==> config.mk <==
export PLATFORM = sky130hd
export DESIGN_NAME = serial_range_frame_parser
export DESIGN_NICKNAME = d
export VERILOG_FILES = /design/src/design/srfp_pkg.sv /design/src/design/serial_range_frame_parser.sv
export SDC_FILE = /design/constraint.sdc
export NUM_CORES = 1
export LEC_CHECK = 0
export BUFFER_PORTS_ARGS = -buffer_cell sky130_fd_sc_hd__clkbuf_2
export CAP_MARGIN = 20
export CORE_MARGIN = 2
export CORE_UTILIZATION = 40
export CTS_CLUSTER_SIZE = 14
export DETAILED_ROUTE_END_ITERATION = 10
export PLACE_DENSITY = 0.53
export SLEW_MARGIN = 20
export SYNTH_ARGS = -nofsm -noshare
export SYNTH_HDL_FRONTEND = slang
export SYNTH_SLANG_ARGS = --single-unit
==> constraint.sdc <==
create_clock -name clk -period 11.94 [get_ports clk]
set_input_delay 2.388 -clock clk [delete_from_list [all_inputs] [get_ports clk]]
set_output_delay 2.388 -clock clk [all_outputs]
set_load 0.01 [all_outputs]
==> src/design/srfp_pkg.sv <==
// package for the serial range frame parser
// holds field types, phase codes, byte and result constants; no dependencies
`timescale 1ns / 1ps

package srfp_pkg;

    typedef logic [1:0]         mode_t;
    typedef logic [7:0]         byte_t;
    typedef logic [9:0]         limit_t;
    typedef logic signed [14:0] range_t;
    typedef logic [1:0]         status_t;
    typedef logic [0:0]         cfg_index_t;
    typedef logic [13:0]        value_t;
    typedef logic [2:0]         count_t;

    // input modes
    localparam mode_t MODE_START = 2'd0;
    localparam mode_t MODE_BYTE  = 2'd1;
    localparam mode_t MODE_TICK  = 2'd2;

    // configuration register indexes
    localparam cfg_index_t CFG_WAIT_LIMIT  = 1'd0;
    localparam cfg_index_t CFG_FRAME_LIMIT = 1'd1;

    // parser phases
    localparam logic [1:0] PH_IDLE  = 2'd0;
    localparam logic [1:0] PH_WAIT  = 2'd1;
    localparam logic [1:0] PH_FRAME = 2'd2;

    // result status codes
    localparam status_t ST_VALID   = 2'd0;
    localparam status_t ST_SENSOR  = 2'd1;
    localparam status_t ST_TIMEOUT = 2'd2;

    localparam byte_t  START_BYTE = 8'h52;
    localparam byte_t  CR_BYTE    = 8'd13;
    localparam byte_t  DIGIT_LO   = 8'd48;
    localparam byte_t  DIGIT_HI   = 8'd57;
    localparam count_t DIGITS     = 3'd4;

    localparam value_t ERR_CODE_SHORT = 14'd500;
    localparam value_t ERR_CODE_LONG  = 14'd5000;
    localparam range_t TIMEOUT_RANGE  = -15'sd9999;

    localparam limit_t WAIT_LIMIT_RESET  = 10'd200;
    localparam limit_t FRAME_LIMIT_RESET = 10'd20;
    localparam limit_t ELAPSED_MAX       = 10'h3FF;

    typedef struct packed {
        range_t  range_mm;
        status_t status;
    } result_t;

endpackage

==> src/design/serial_range_frame_parser.sv <==
// Serial range frame parser: start commands, received bytes and millisecond ticks in,
// one signed range with status out per measurement. Takes one item every clock cycle;
// while in_stall is low; an item's result, if any, passes the input register, then the
// result register. A skid register behind the result register lets a transfer go in
// while a result is stalled; input stalls only when both output registers are full and
// an item is waiting. Limits are written through cfg_we/cfg_index/cfg_data, and the user
// must do so only while idle; the block does not enforce it. Depends on srfp_pkg
`timescale 1ns / 1ps

module serial_range_frame_parser
(
    input  logic                   clk,
    input  logic                   rst_n,
    input  logic                   cfg_we,
    input  srfp_pkg::cfg_index_t   cfg_index,
    input  srfp_pkg::limit_t       cfg_data,
    input  logic                   in_valid,
    output logic                   in_stall,
    input  srfp_pkg::mode_t        mode,
    input  srfp_pkg::byte_t        rx_byte,
    output logic                   out_valid,
    input  logic                   out_stall,
    output srfp_pkg::range_t       range_mm,
    output srfp_pkg::status_t      status
);
    import srfp_pkg::*;

    limit_t     wait_limit_reg;
    limit_t     frame_limit_reg;

    logic       s1_valid_reg;
    logic       s1_valid_next;
    mode_t      s1_mode_reg;
    byte_t      s1_byte_reg;

    logic [1:0] phase_reg;
    logic [1:0] phase_next;
    limit_t     elapsed_reg;
    limit_t     elapsed_next;
    count_t     count_reg;
    count_t     count_next;
    value_t     acc_reg;
    value_t     acc_next;

    logic       out_valid_reg;
    logic       out_valid_next;
    result_t    out_reg;
    result_t    out_next;
    logic       skid_full_reg;
    logic       skid_full_next;
    result_t    skid_reg;
    result_t    skid_next;

    logic       in_xfer;
    logic       proc;
    logic       res_valid;
    result_t    res;
    value_t     acc_sum;
    count_t     count_inc;
    limit_t     elapsed_inc;
    limit_t     limit_sel;
    logic       is_digit;
    logic       out_take;

    assign in_stall  = s1_valid_reg && skid_full_reg;
    assign in_xfer   = in_valid && !in_stall;
    assign proc      = s1_valid_reg && !skid_full_reg;
    assign out_valid = out_valid_reg;
    assign range_mm  = out_reg.range_mm;
    assign status    = out_reg.status;

    // configuration
    always_ff @(posedge clk or negedge rst_n)
    begin
        if (!rst_n)
        begin
            wait_limit_reg  <= WAIT_LIMIT_RESET;
            frame_limit_reg <= FRAME_LIMIT_RESET;
        end
        else if (cfg_we)
        begin
            unique case (cfg_index)
                CFG_WAIT_LIMIT:  wait_limit_reg  <= cfg_data;
                CFG_FRAME_LIMIT: frame_limit_reg <= cfg_data;
                default:         ;
            endcase
        end
    end

    // parser step on the registered item
    always_comb
    begin
        phase_next   = phase_reg;
        elapsed_next = elapsed_reg;
        count_next   = count_reg;
        acc_next     = acc_reg;
        res_valid    = 1'b0;
        res          = '{range_mm: TIMEOUT_RANGE, status: ST_TIMEOUT};
        is_digit     = (s1_byte_reg >= DIGIT_LO) && (s1_byte_reg <= DIGIT_HI);
        // acc * 10 + digit, acc stays below 1000 before the last digit
        acc_sum      = value_t'({acc_reg, 3'b000}) + value_t'({acc_reg, 1'b0})
                       + value_t'(s1_byte_reg - DIGIT_LO);
        count_inc    = count_reg + 3'd1;
        elapsed_inc  = (elapsed_reg < ELAPSED_MAX) ? elapsed_reg + 10'd1 : elapsed_reg;
        limit_sel    = (phase_reg == PH_FRAME) ? frame_limit_reg : wait_limit_reg;

        if (proc)
        begin
            unique case (s1_mode_reg)
                MODE_START:
                begin
                    phase_next   = PH_WAIT;
                    elapsed_next = '0;
                    count_next   = '0;
                    acc_next     = '0;
                end
                MODE_BYTE:
                begin
                    if (phase_reg == PH_WAIT)
                    begin
                        if (s1_byte_reg == START_BYTE)
                        begin
                            phase_next   = PH_FRAME;
                            elapsed_next = '0;
                            count_next   = '0;
                            acc_next     = '0;
                        end
                    end
                    else if (phase_reg == PH_FRAME)
                    begin
                        if (is_digit)
                        begin
                            acc_next   = acc_sum;
                            count_next = count_inc;
                            if (count_inc >= DIGITS)
                            begin
                                res_valid = 1'b1;
                                if (acc_sum == ERR_CODE_SHORT || acc_sum == ERR_CODE_LONG)
                                begin
                                    res.range_mm = -range_t'({1'b0, acc_sum});
                                    res.status   = ST_SENSOR;
                                end
                                else
                                begin
                                    res.range_mm = range_t'({1'b0, acc_sum});
                                    res.status   = ST_VALID;
                                end
                            end
                        end
                        else if (s1_byte_reg == CR_BYTE)
                        begin
                            count_next = '0;
                            acc_next   = '0;
                        end
                    end
                end
                MODE_TICK:
                begin
                    if (phase_reg == PH_WAIT || phase_reg == PH_FRAME)
                    begin
                        elapsed_next = elapsed_inc;
                        if (elapsed_inc >= limit_sel)
                            res_valid = 1'b1;
                    end
                end
                default: ;
            endcase

            // any result ends the measurement
            if (res_valid)
            begin
                phase_next   = PH_IDLE;
                elapsed_next = '0;
                count_next   = '0;
                acc_next     = '0;
            end
        end
    end

    // result register with skid stage behind it
    always_comb
    begin
        out_take       = !out_valid_reg || !out_stall;
        out_valid_next = out_valid_reg;
        out_next       = out_reg;
        skid_full_next = skid_full_reg;
        skid_next      = skid_reg;
        if (out_take)
        begin
            if (skid_full_reg)
            begin
                out_valid_next = 1'b1;
                out_next       = skid_reg;
                skid_full_next = 1'b0;
            end
            else if (proc && res_valid)
            begin
                out_valid_next = 1'b1;
                out_next       = res;
            end
            else
            begin
                out_valid_next = 1'b0;
            end
        end
        else if (proc && res_valid)
        begin
            skid_full_next = 1'b1;
            skid_next      = res;
        end
    end

    assign s1_valid_next = in_xfer ? 1'b1 : (proc ? 1'b0 : s1_valid_reg);

    always_ff @(posedge clk or negedge rst_n)
    begin
        if (!rst_n)
        begin
            s1_valid_reg  <= 1'b0;
            phase_reg     <= PH_IDLE;
            elapsed_reg   <= '0;
            count_reg     <= '0;
            acc_reg       <= '0;
            out_valid_reg <= 1'b0;
            skid_full_reg <= 1'b0;
        end
        else
        begin
            s1_valid_reg  <= s1_valid_next;
            phase_reg     <= phase_next;
            elapsed_reg   <= elapsed_next;
            count_reg     <= count_next;
            acc_reg       <= acc_next;
            out_valid_reg <= out_valid_next;
            skid_full_reg <= skid_full_next;
        end
    end

    always_ff @(posedge clk)
    begin
        if (in_xfer)
        begin
            s1_mode_reg <= mode;
            s1_byte_reg <= rx_byte;
        end
        out_reg  <= out_next;
        skid_reg <= skid_next;
    end

    // skid only fills behind a stalled result
    a_skid_needs_out: assert property (@(posedge clk) disable iff (!rst_n)
        skid_full_reg |-> out_valid_reg)
        else $error("skid register full while result register empty");

    a_idle_clear: assert property (@(posedge clk) disable iff (!rst_n)
        (phase_reg == PH_IDLE) |-> (elapsed_reg == '0 && count_reg == '0 && acc_reg == '0))
        else $error("idle parser holds measurement state");

    a_count_range: assert property (@(posedge clk) disable iff (!rst_n)
        count_reg < DIGITS)
        else $error("digit count reached four without a result");

    a_timeout_value: assert property (@(posedge clk) disable iff (!rst_n)
        (out_valid_reg && out_reg.status == ST_TIMEOUT) |-> (out_reg.range_mm == TIMEOUT_RANGE))
        else $error("timeout result carries wrong range");

    a_result_ends: assert property (@(posedge clk) disable iff (!rst_n)
        (proc && res_valid) |=> (phase_reg == PH_IDLE))
        else $error("parser not idle after a result");

endmodule

; After elaboration in Yosys (flattened, before gate mapping)
; Cells that the tools add are included.
[totals]
word_cells = 116
regBits = 95
out_inout_bits = 19
in_bits = 26
[op_classes]
eq_ne = 14
n_bitwise = 2
n_reduce_logical = 25
n_lt_le_gt_ge = 5
n_mux = 49
n_addsub = 6
[op_table]
columns = op, n
row1 = 17-bit 2-to-1 mux, 9
row2 = 13-bit 2-to-1 mux, 6
row3 = 10-bit 2-to-1 mux, 6
row4 = 10-bit case mux with 3 select lines, 1
row5 = 14-bit adder, 2
row6 = 13-bit case mux with 2 select lines, 1
row7 = 3-bit 2-to-1 mux, 6
row8 = 14-bit negation with 15-bit output, 1
row9 = "14-bit by 13-bit equality test with 1-bit output, second input constant", 1
row10 = "14-bit by 9-bit equality test with 1-bit output, second input constant", 1
row11 = 1-bit 2-to-1 mux, 14
row12 = "10-bit by 1-bit adder with 10-bit output, second input constant", 1
row13 = 10-bit greater-or-equal comparator, 1
row14 = "10-bit less-than comparator, second input constant", 1
row15 = 5-bit AND reduction, 2
row16 = "3-bit != test, second input constant", 3
row17 = "8-bit by 6-bit subtractor with 9-bit output, second input constant", 1
row18 = "8-bit by 4-bit equality test with 1-bit output, second input constant", 1
row19 = "8-bit by 7-bit equality test with 1-bit output, second input constant", 1
row20 = "8-bit by 6-bit greater-or-equal comparator with 1-bit output, second input constant", 1
row21 = "8-bit by 6-bit <= comparator with 1-bit output, second input constant", 1
row22 = "4-bit != test, second input constant", 2
row23 = 2-bit AND reduction, 4
row24 = 2-bit 2-to-1 mux, 3
row25 = 17 further kinds, 31

; Depth between registers and ports, before layout
; Gate-level depths: netlist of run 1.
[depth]
depth_word = 13
ltp_mapped = 16
mapped_depth_nobuf = 14

; Least setup slack after synthesis of run 1
; OpenSTA, ideal clock, no wires.
[synth_timing]
path_type = reg-to-reg
startpoint = register s1_byte_reg[4]
endpoint = register out_reg, in the netlist range_mm[3] (data pin)
path_slack_ps = 7593
path_buffers = 2
setup_ps = 262
path_stages_with_launch = 14
t_arrival_ps = 4085
path_cell_list = edfxtp_1 ha_1 nor3_1 fa_1 ha_1 clkbuf_1 and4_2 a2111o_1 a2111oi_4 o21a_1 o211ai_2 buf_6 nor3_1 o31ai_2
[synth_between]
elab_chain_cells = 13
word_cells_on_any_way = 17
cone_classes = add/sub (2) / order compare (2) / eq/ne (2) / mux (9) / reduce/logical (2)
[synth_rtl]
columns = item, line_no
row1 = "start, declared", serial_range_frame_parser.sv:34  ; byte_t s1_byte_reg;
row2 = "start signal, assigned", serial_range_frame_parser.sv:244  ; s1_byte_reg <= rx_byte;
row3 = 8-bit by 6-bit subtractor with 9-bit output, serial_range_frame_parser.sv:102  ; + value_t'(s1_byte_reg - DIGIT_LO);
row4 = 14-bit adder, serial_range_frame_parser.sv:102
row5 = 14-bit by 9-bit equality test with 1-bit output or 14-bit by 13-bit equality test with 1-bit output (tied branches), serial_range_frame_parser.sv:138  ; if (acc_sum == ERR_CODE_SHORT || acc_sum == ERR_CODE_LONG)
row6 = 1-bit logical OR, serial_range_frame_parser.sv:138
row7 = 17-bit 2-to-1 mux, serial_range_frame_parser.sv:138
row8 = 17-bit 2-to-1 mux, serial_range_frame_parser.sv:135  ; if (count_inc >= DIGITS)
row9 = 17-bit 2-to-1 mux *, serial_range_frame_parser.sv:131  ; if (is_digit)
row10 = 17-bit 2-to-1 mux *, serial_range_frame_parser.sv:129  ; else if (phase_reg == PH_FRAME)
row11 = 17-bit 2-to-1 mux *, serial_range_frame_parser.sv:119  ; if (phase_reg == PH_WAIT)
row12 = 17-bit 2-to-1 mux *, serial_range_frame_parser.sv:109  ; unique case (s1_mode_reg)
row13 = 17-bit 2-to-1 mux *, serial_range_frame_parser.sv:107  ; if (proc)
row14 = 17-bit 2-to-1 mux *, serial_range_frame_parser.sv:196  ; else if (proc && res_valid)
row15 = 17-bit 2-to-1 mux *, serial_range_frame_parser.sv:190  ; if (skid_full_reg)
row16 = "end signal, assigned", serial_range_frame_parser.sv:246  ; out_reg <= out_next;
row17 = "end, declared", serial_range_frame_parser.sv:47  ; result_t out_reg;
; Every way passes the cells marked *; elsewhere a longest branch is shown, timed or not. The select of a mux whose other input is x is not followed.
; A chain may end at the register's enable or synchronous reset.

; Final worst setup path of run 1
[layout_timing]
startpoint = register s1_byte_reg[4]
endpoint = register out_reg, in the netlist range_mm[8] (data pin)
[layout_between]
elab_chain_cells = 13
word_cells_on_any_way = 18
cone_classes = add/sub (3) / order compare (2) / eq/ne (2) / mux (9) / reduce/logical (2)
[layout_rtl]
columns = item, line_no
row1 = "parallel branches: the longest is 6 deep, another holds 14-bit negation with 15-bit output", --
row2 = 17-bit 2-to-1 mux *, serial_range_frame_parser.sv:131
row3 = 17-bit 2-to-1 mux *, serial_range_frame_parser.sv:129
row4 = 17-bit 2-to-1 mux *, serial_range_frame_parser.sv:119
row5 = 17-bit 2-to-1 mux *, serial_range_frame_parser.sv:109
row6 = 17-bit 2-to-1 mux *, serial_range_frame_parser.sv:107
row7 = 17-bit 2-to-1 mux *, serial_range_frame_parser.sv:196
row8 = 17-bit 2-to-1 mux *, serial_range_frame_parser.sv:190
; Mark *: on every way between the ends. The select of a mux whose other input is x is not followed.

==> results.cfg, run 1 <==
[status]
outcome = finished, final reports clean

[grt]
track_usage_pct = 18.1
grt_pass1_wl_um = 20500
grt_pass1_vias = 3933
grt_antenna_before_repair = 0
grt_start_max_net_pins = 52
grt_overflow = 0

[power]
peakVddDrop_mv = 0.0515
p_leak_nw = 2.76
power_density_mw_per_mm2 = 122

[yosys]
synth_area_leaders = edfxtp_1, dfrtp_1, ha_1
ys_ff_latch = 95
synth_warnings = 0
yosysUniqueCellTypes = 64
synth_seq_area_share_pct = 46.8
synth-main-ff-cell = dfrtp_1
synth_nets = 579
synth.top_cell.area_share_pct = 23.7
synth.largest_area_cell = edfxtp_1
synth_edf_count = 44
netlist_instances = 507
syn-cell-area_sq_mm = 0.00557
syn_avg_cell_area_sq_um = 11.0
synthArstFlopShare_pct = 53.7

[floorplanning]
dieArea_sq_mm = 0.0149
rows = 43
initial_core_util_pct = 40.6
fp.dieH_um = 122
boundaryPins = 45
core_area_sq_mm = 0.0137
fp.dieW_um = 122

[cells_and_area]
register_area_sq_mm = 0.00260
antenna_cells = 0
fill_cells = 1294
largest_reg_flops = 17
multi_input_area_sq_mm = 0.00283
syn_to_final_growth_pct = 12.8
finalNonFillerCells = 737
fin_nets = 624
drive_above_1_share_pct = 20.1

[setup_path]
startpoint = s1_byte_reg[4]
critical_path_class = flop to flop
endpoint_kind = flop
worstPathRequired_ns = 12.03
slowest_stage = nor3_1
cp_max_fo = 11
cp_common_cell = ha_1
slowest_delay_ns = 0.76
startpoint_type = flop
regToRegStartpoint = s1_byte_reg[4]
critPathArrivalTime_ns = 4.87
path_cells = ha_1 > nor3_1 > fa_1 > ha_1 > and4_2 > a2111o_1 > a2111oi_4 > o21a_1 > o211ai_2 > and2_2 > inv_1 > o21ai_0

[clock_network]
path_clk_slew_ns = 0.07
cts_buffers = 9
cts_resized = 0
clk_latency_ns = 0.35
postCtsHoldBufs = 0
root_buffer = clkbuf_16
cts_buffer_depth = 2
cts_tree = yes
cts_sinks = 95
cts_setup_buffers = 0
htree_levels = 3

[timing]
worstMarginPinSlew_ns = 0.974
period_share_pct = 40.0
timing.slew.headroom_pct = 34.6
hold_viol_final = 0
rsz0062_at_grt = no
min_period_ns = 4.78
clock_skew_ns = 0.0105
maxSlewViolCount = 0
fmax_mhz = 209
setup_tns_ns = 0
finalSetupViolCount = 0

[hold_path]
hold_path_startpoint = wait_limit_reg[9]
hp-class = flop to flop

[route]
avgRoutedWirePerCell_um = 16.8
firstDrtPassIters = 4
ant_nets = 0
drc = 0
drt-total-wl_um = 12400
first_iter_violations = 351
via_per_inst = 5.39
routed-via-count = 3971

[flow_run]
maxCapViolCount = 0

[place]
port_buffers = 44
dpl.cell_count = 721
place_hpwl_um = 9210
gp_congestion = 0.873
## power breakdown
group	internal, mW	switching (mW)	leakage (nW)
combinational	0.0519	0.0646	1.56
sequential	0.361	0.0143	1.06
clock	0.147	0.129	0.142
total	0.559	0.208	2.76
## cells in the mapped netlist, types with 11 or more instances
master,number
a21o_1,11
a21oi_1,24
clkbuf_1,12
dfrtp_1,46
edfxtp_1,44
fa_1,11
ha_1,35
inv_1,25
mux2_2,22
nand2_1,41
nand3_1,11
nor2_1,30
nor2b_1,12
o21ai_0,36
## worst max-delay path, delay by kind of cell, from the launching register on
kind / cells / cell delay [ns]
AOI/OAI and AO/OA: 5 / 1.37
and+or+nand+nor: 3 / 1.34
adders and majority gates: 3 / 1.26
DFF: 1 / 0.46
buffers and inverters: 1 / 0.09
## logic make-up after synthesis
group | after synthesis | share of synthesized area [%]
flops | 95 | 46.8
mux | 32 | 6.25
fa+ha+maj | 46 | 11.8
buf+inv | 39 | 2.77
compound gates | 132 | 16.3
simple gates | 146 | 13.4
xor+xnor | 17 | 2.68
## worst paths after layout
kind,slack [ns],depth (start not counted),end
min,0.51,1,wait_limit_reg[9]
max in group asynchronous,9.32,2,count_reg[1]
min reg2reg,0.51,1,wait_limit_reg[9]
max,7.16,12,range_mm[8]
min in group asynchronous,2.16,2,wait_limit_reg[2]
max reg2reg,7.16,12,range_mm[8]
## placed cells by master, fill, tap and decap left out, drive strengths merged, types with 11 or more instances in the layout
| cell type | Yosys | routed |
|---|---|---|
| nand3 | 11 | 11 |
| nand2 | 41 | 41 |
| a21o | 15 | 15 |
| o21ai | 38 | 38 |
| nor2 | 30 | 30 |
| edfxtp | 44 | 44 |
| mux2 | 22 | 22 |
| dfrtp | 46 | 46 |
| inv | 25 | 29 |
| a21oi | 24 | 24 |
| fa | 11 | 11 |
| nor2b | 12 | 12 |
| clkbuf | 12 | 55 |
| ha | 35 | 35 |
## layer usage
metal  up-vias  global-route usage (%)  wire length, um  part of all wire (%)
met5         -                       0                0                     0
met4         0                    5.39              186                   1.5
met3        15                    3.37              433                   3.5
met2        68                    27.5             5530                    45
met1      1944                    26.3             6250                    50
li1       1944                       -                -                     -
## metrics by stage
step | setup WS, ns | hold slack, ns | utilization [%] | cell area [sq um] | power [mW]
final | 7.16 | 0.508 | 45.7 | 6280 | 0.767
after global routing | 6.84 | 0.519 | 45.7 | 6280 | 0.808
after CTS | 7.14 | 0.512 | 45.7 | 6270 | 0.774
after detailed placement | 7.19 | 0.496 | 43.7 | 5990 | 0.497
after global placement | 7.23 | 0.486 | 43.7 | 5990 | 0.495
after floorplan | 7.59 | 0.468 | - | 5570 | 0.460
## area by class of cell
| type | count | area share, % |
|---|---|---|
| sequential | 95 | 41.5 |
| inverter | 26 | 1.56 |
| multi-input combinational | 373 | 45.1 |
| tap | 180 | 3.59 |
| clock buffer | 11 | 3.79 |
| clock inverter | 5 | 0.618 |
| timing repair buffer | 47 | 3.87 |
Power figures use the tool's default switching activity.
==> run 2: changes to the inputs <==
clock period = 4.5 ns   (was 11.94 ns; I/O delays follow)
==> results.cfg, run 2 (synthesis results as in run 1) <==
[clock_network]
cts_buffers = 9
root_buffer = clkbuf_16
postCtsHoldBufs = 0
clk_latency_ns = 0.35
cts_buffer_depth = 2
path_clk_slew_ns = 0.07
cts_sinks = 95
htree_levels = 3
cts_tree = yes

[grt]
grt_overflow = 0
track_usage_pct = 18.1
grt_antenna_before_repair = 0
grt_start_max_net_pins = 52
grt_pass1_wl_um = 20600
grt_pass1_vias = 4012

[timing]
worstMarginPinSlew_ns = 0.955
timing.slew.headroom_pct = 36.2
setup_tns_ns = 0
finalSetupViolCount = 0
maxSlewViolCount = 0
period_share_pct = 94.5
fmax_mhz = 235
min_period_ns = 4.25
clock_skew_ns = 0.0118
rsz0062_at_grt = no
hold_viol_final = 0

[route]
drc = 0
first_iter_violations = 235
routed-via-count = 4015
ant_nets = 0
firstDrtPassIters = 4
via_per_inst = 5.35
drt-total-wl_um = 12400
avgRoutedWirePerCell_um = 16.5

[cells_and_area]
fin_nets = 637
finalNonFillerCells = 750
largest_reg_flops = 17
syn_to_final_growth_pct = 14.9
layout_common_cells = dfrtp_1, clkbuf_2, edfxtp_1, nand2_1, o21ai_0
antenna_cells = 0
final_common_cell = dfrtp_1
drive_above_1_share_pct = 21.8
final_area_sq_mm = 0.00639

[power]
p_comb_share_pct = 15.0
clockPowerShare_pct = 36.8
power_density_mw_per_mm2 = 323
peakVddDrop_mv = 0.150
internal_power_mw = 1.52
p_leak_nw = 2.81
p_seq_share_pct = 48.2
swShare_pct = 26.5
p_sw_mw = 0.546

[setup_path]
critPathArrivalTime_ns = 4.31
startpoint_type = flop
cp_max_fo = 7
worstPathRequired_ns = 4.56
critical_path_class = flop to flop
endpoint_kind = flop

[floorplanning]
initial_core_util_pct = 40.6
dieArea_sq_mm = 0.0149
fp.dieW_um = 122
fp.dieH_um = 122
rows = 43
core_area_sq_mm = 0.0137
boundaryPins = 45

[place]
place_hpwl_um = 9440
placedInstanceArea_sq_mm = 0.00607
gp_congestion = 0.845
port_buffers = 44
dpl.cell_count = 732

[hold_path]
hp-class = flop to flop

[status]
outcome = finished, final reports clean

[flow_run]
maxCapViolCount = 0
-- run 2: cell types whose count changed in the layout (fill, tap and decap cells not counted), sizes merged --
cell      change
buf          +13
clkinvlp      +1
inv           -1
-- run 2: final timing paths --
check,from,endpoint,slack [ns],cells after the start
setup / recovery,s1_byte_reg[4],range_mm[6],0.25,13
setup reg to reg,s1_byte_reg[4],range_mm[6],0.25,13
hold / removal,count_reg[0],count_reg[0],0.51,1
min in group asynchronous,rst_n,wait_limit_reg[2],0.67,2
hold reg to reg,count_reg[0],count_reg[0],0.51,1
max in group asynchronous,rst_n,acc_reg[12],3.36,2
-- run 2: per-stage QoR --
step	worst slack (ns)	power, mW	utilization [%]	hold WS (ns)
2_1_floorplan	0.153	1.22	-	0.468
3_3_place_gp	0.219	1.31	44.2	0.482
3_5_place_dp	0.117	1.32	44.2	0.498
4_1_cts	0.107	2.09	46.4	0.509
5_1_grt	0.00968	2.17	46.6	0.531
6_report	0.250	2.06	46.6	0.508
-- run 2: cell type report --
| cell class | instances | area (sq um) |
|---|---|---|
| well taps | 180 | 225 |
| multi-input cells | 373 | 2830 |
| inverters | 26 | 97.6 |
| repair buffers | 60 | 340 |
| clock inverters | 5 | 45.0 |
| fillers | 1300 | 7330 |
| clock buffers | 11 | 254 |
| flip-flops and latches | 95 | 2600 |
-- run 2: what timing repair did --
item / 4_1_cts / 5_1_grt
resized for setup: 0 / 2
endpoints found under the setup margin: 0 / 11
buffers inserted: 0 / 2
endpoints found under the hold margin: 0 / 0
-- run 2: worst max-delay path, stage by stage (launching register included) --
cell and delay, ns:
edfxtp_1 0.45, a21oi_1 0.20, xor2_1 0.19, fa_1 0.44
ha_1 0.39, and2_4 0.20, a221o_1 0.35, buf_4 0.16
or4_1 0.47, o311a_1 0.19, and4b_1 0.29, a31o_2 0.30
a21o_2 0.20, a21boi_0 0.12
-- run 2: per-layer routing --
layer	global-route usage (%)	up-vias	share of wire [%]
met2	27.6	56	46
met3	3.89	6	3.6
met1	25.9	1980	50
met5	0	-	0
met4	5.68	0	1.1
li1	-	1973	-
-- run 2: power groups by stage --
stage,logic [mW],clock network [mW],registers (mW)
2_1_floorplan,0.219,0,1.00
3_3_place_gp,0.301,0,1.01
3_5_place_dp,0.308,0,1.01
4_1_cts,0.310,0.785,0.995
5_1_grt,0.351,0.822,1.00
6_report,0.309,0.759,0.994
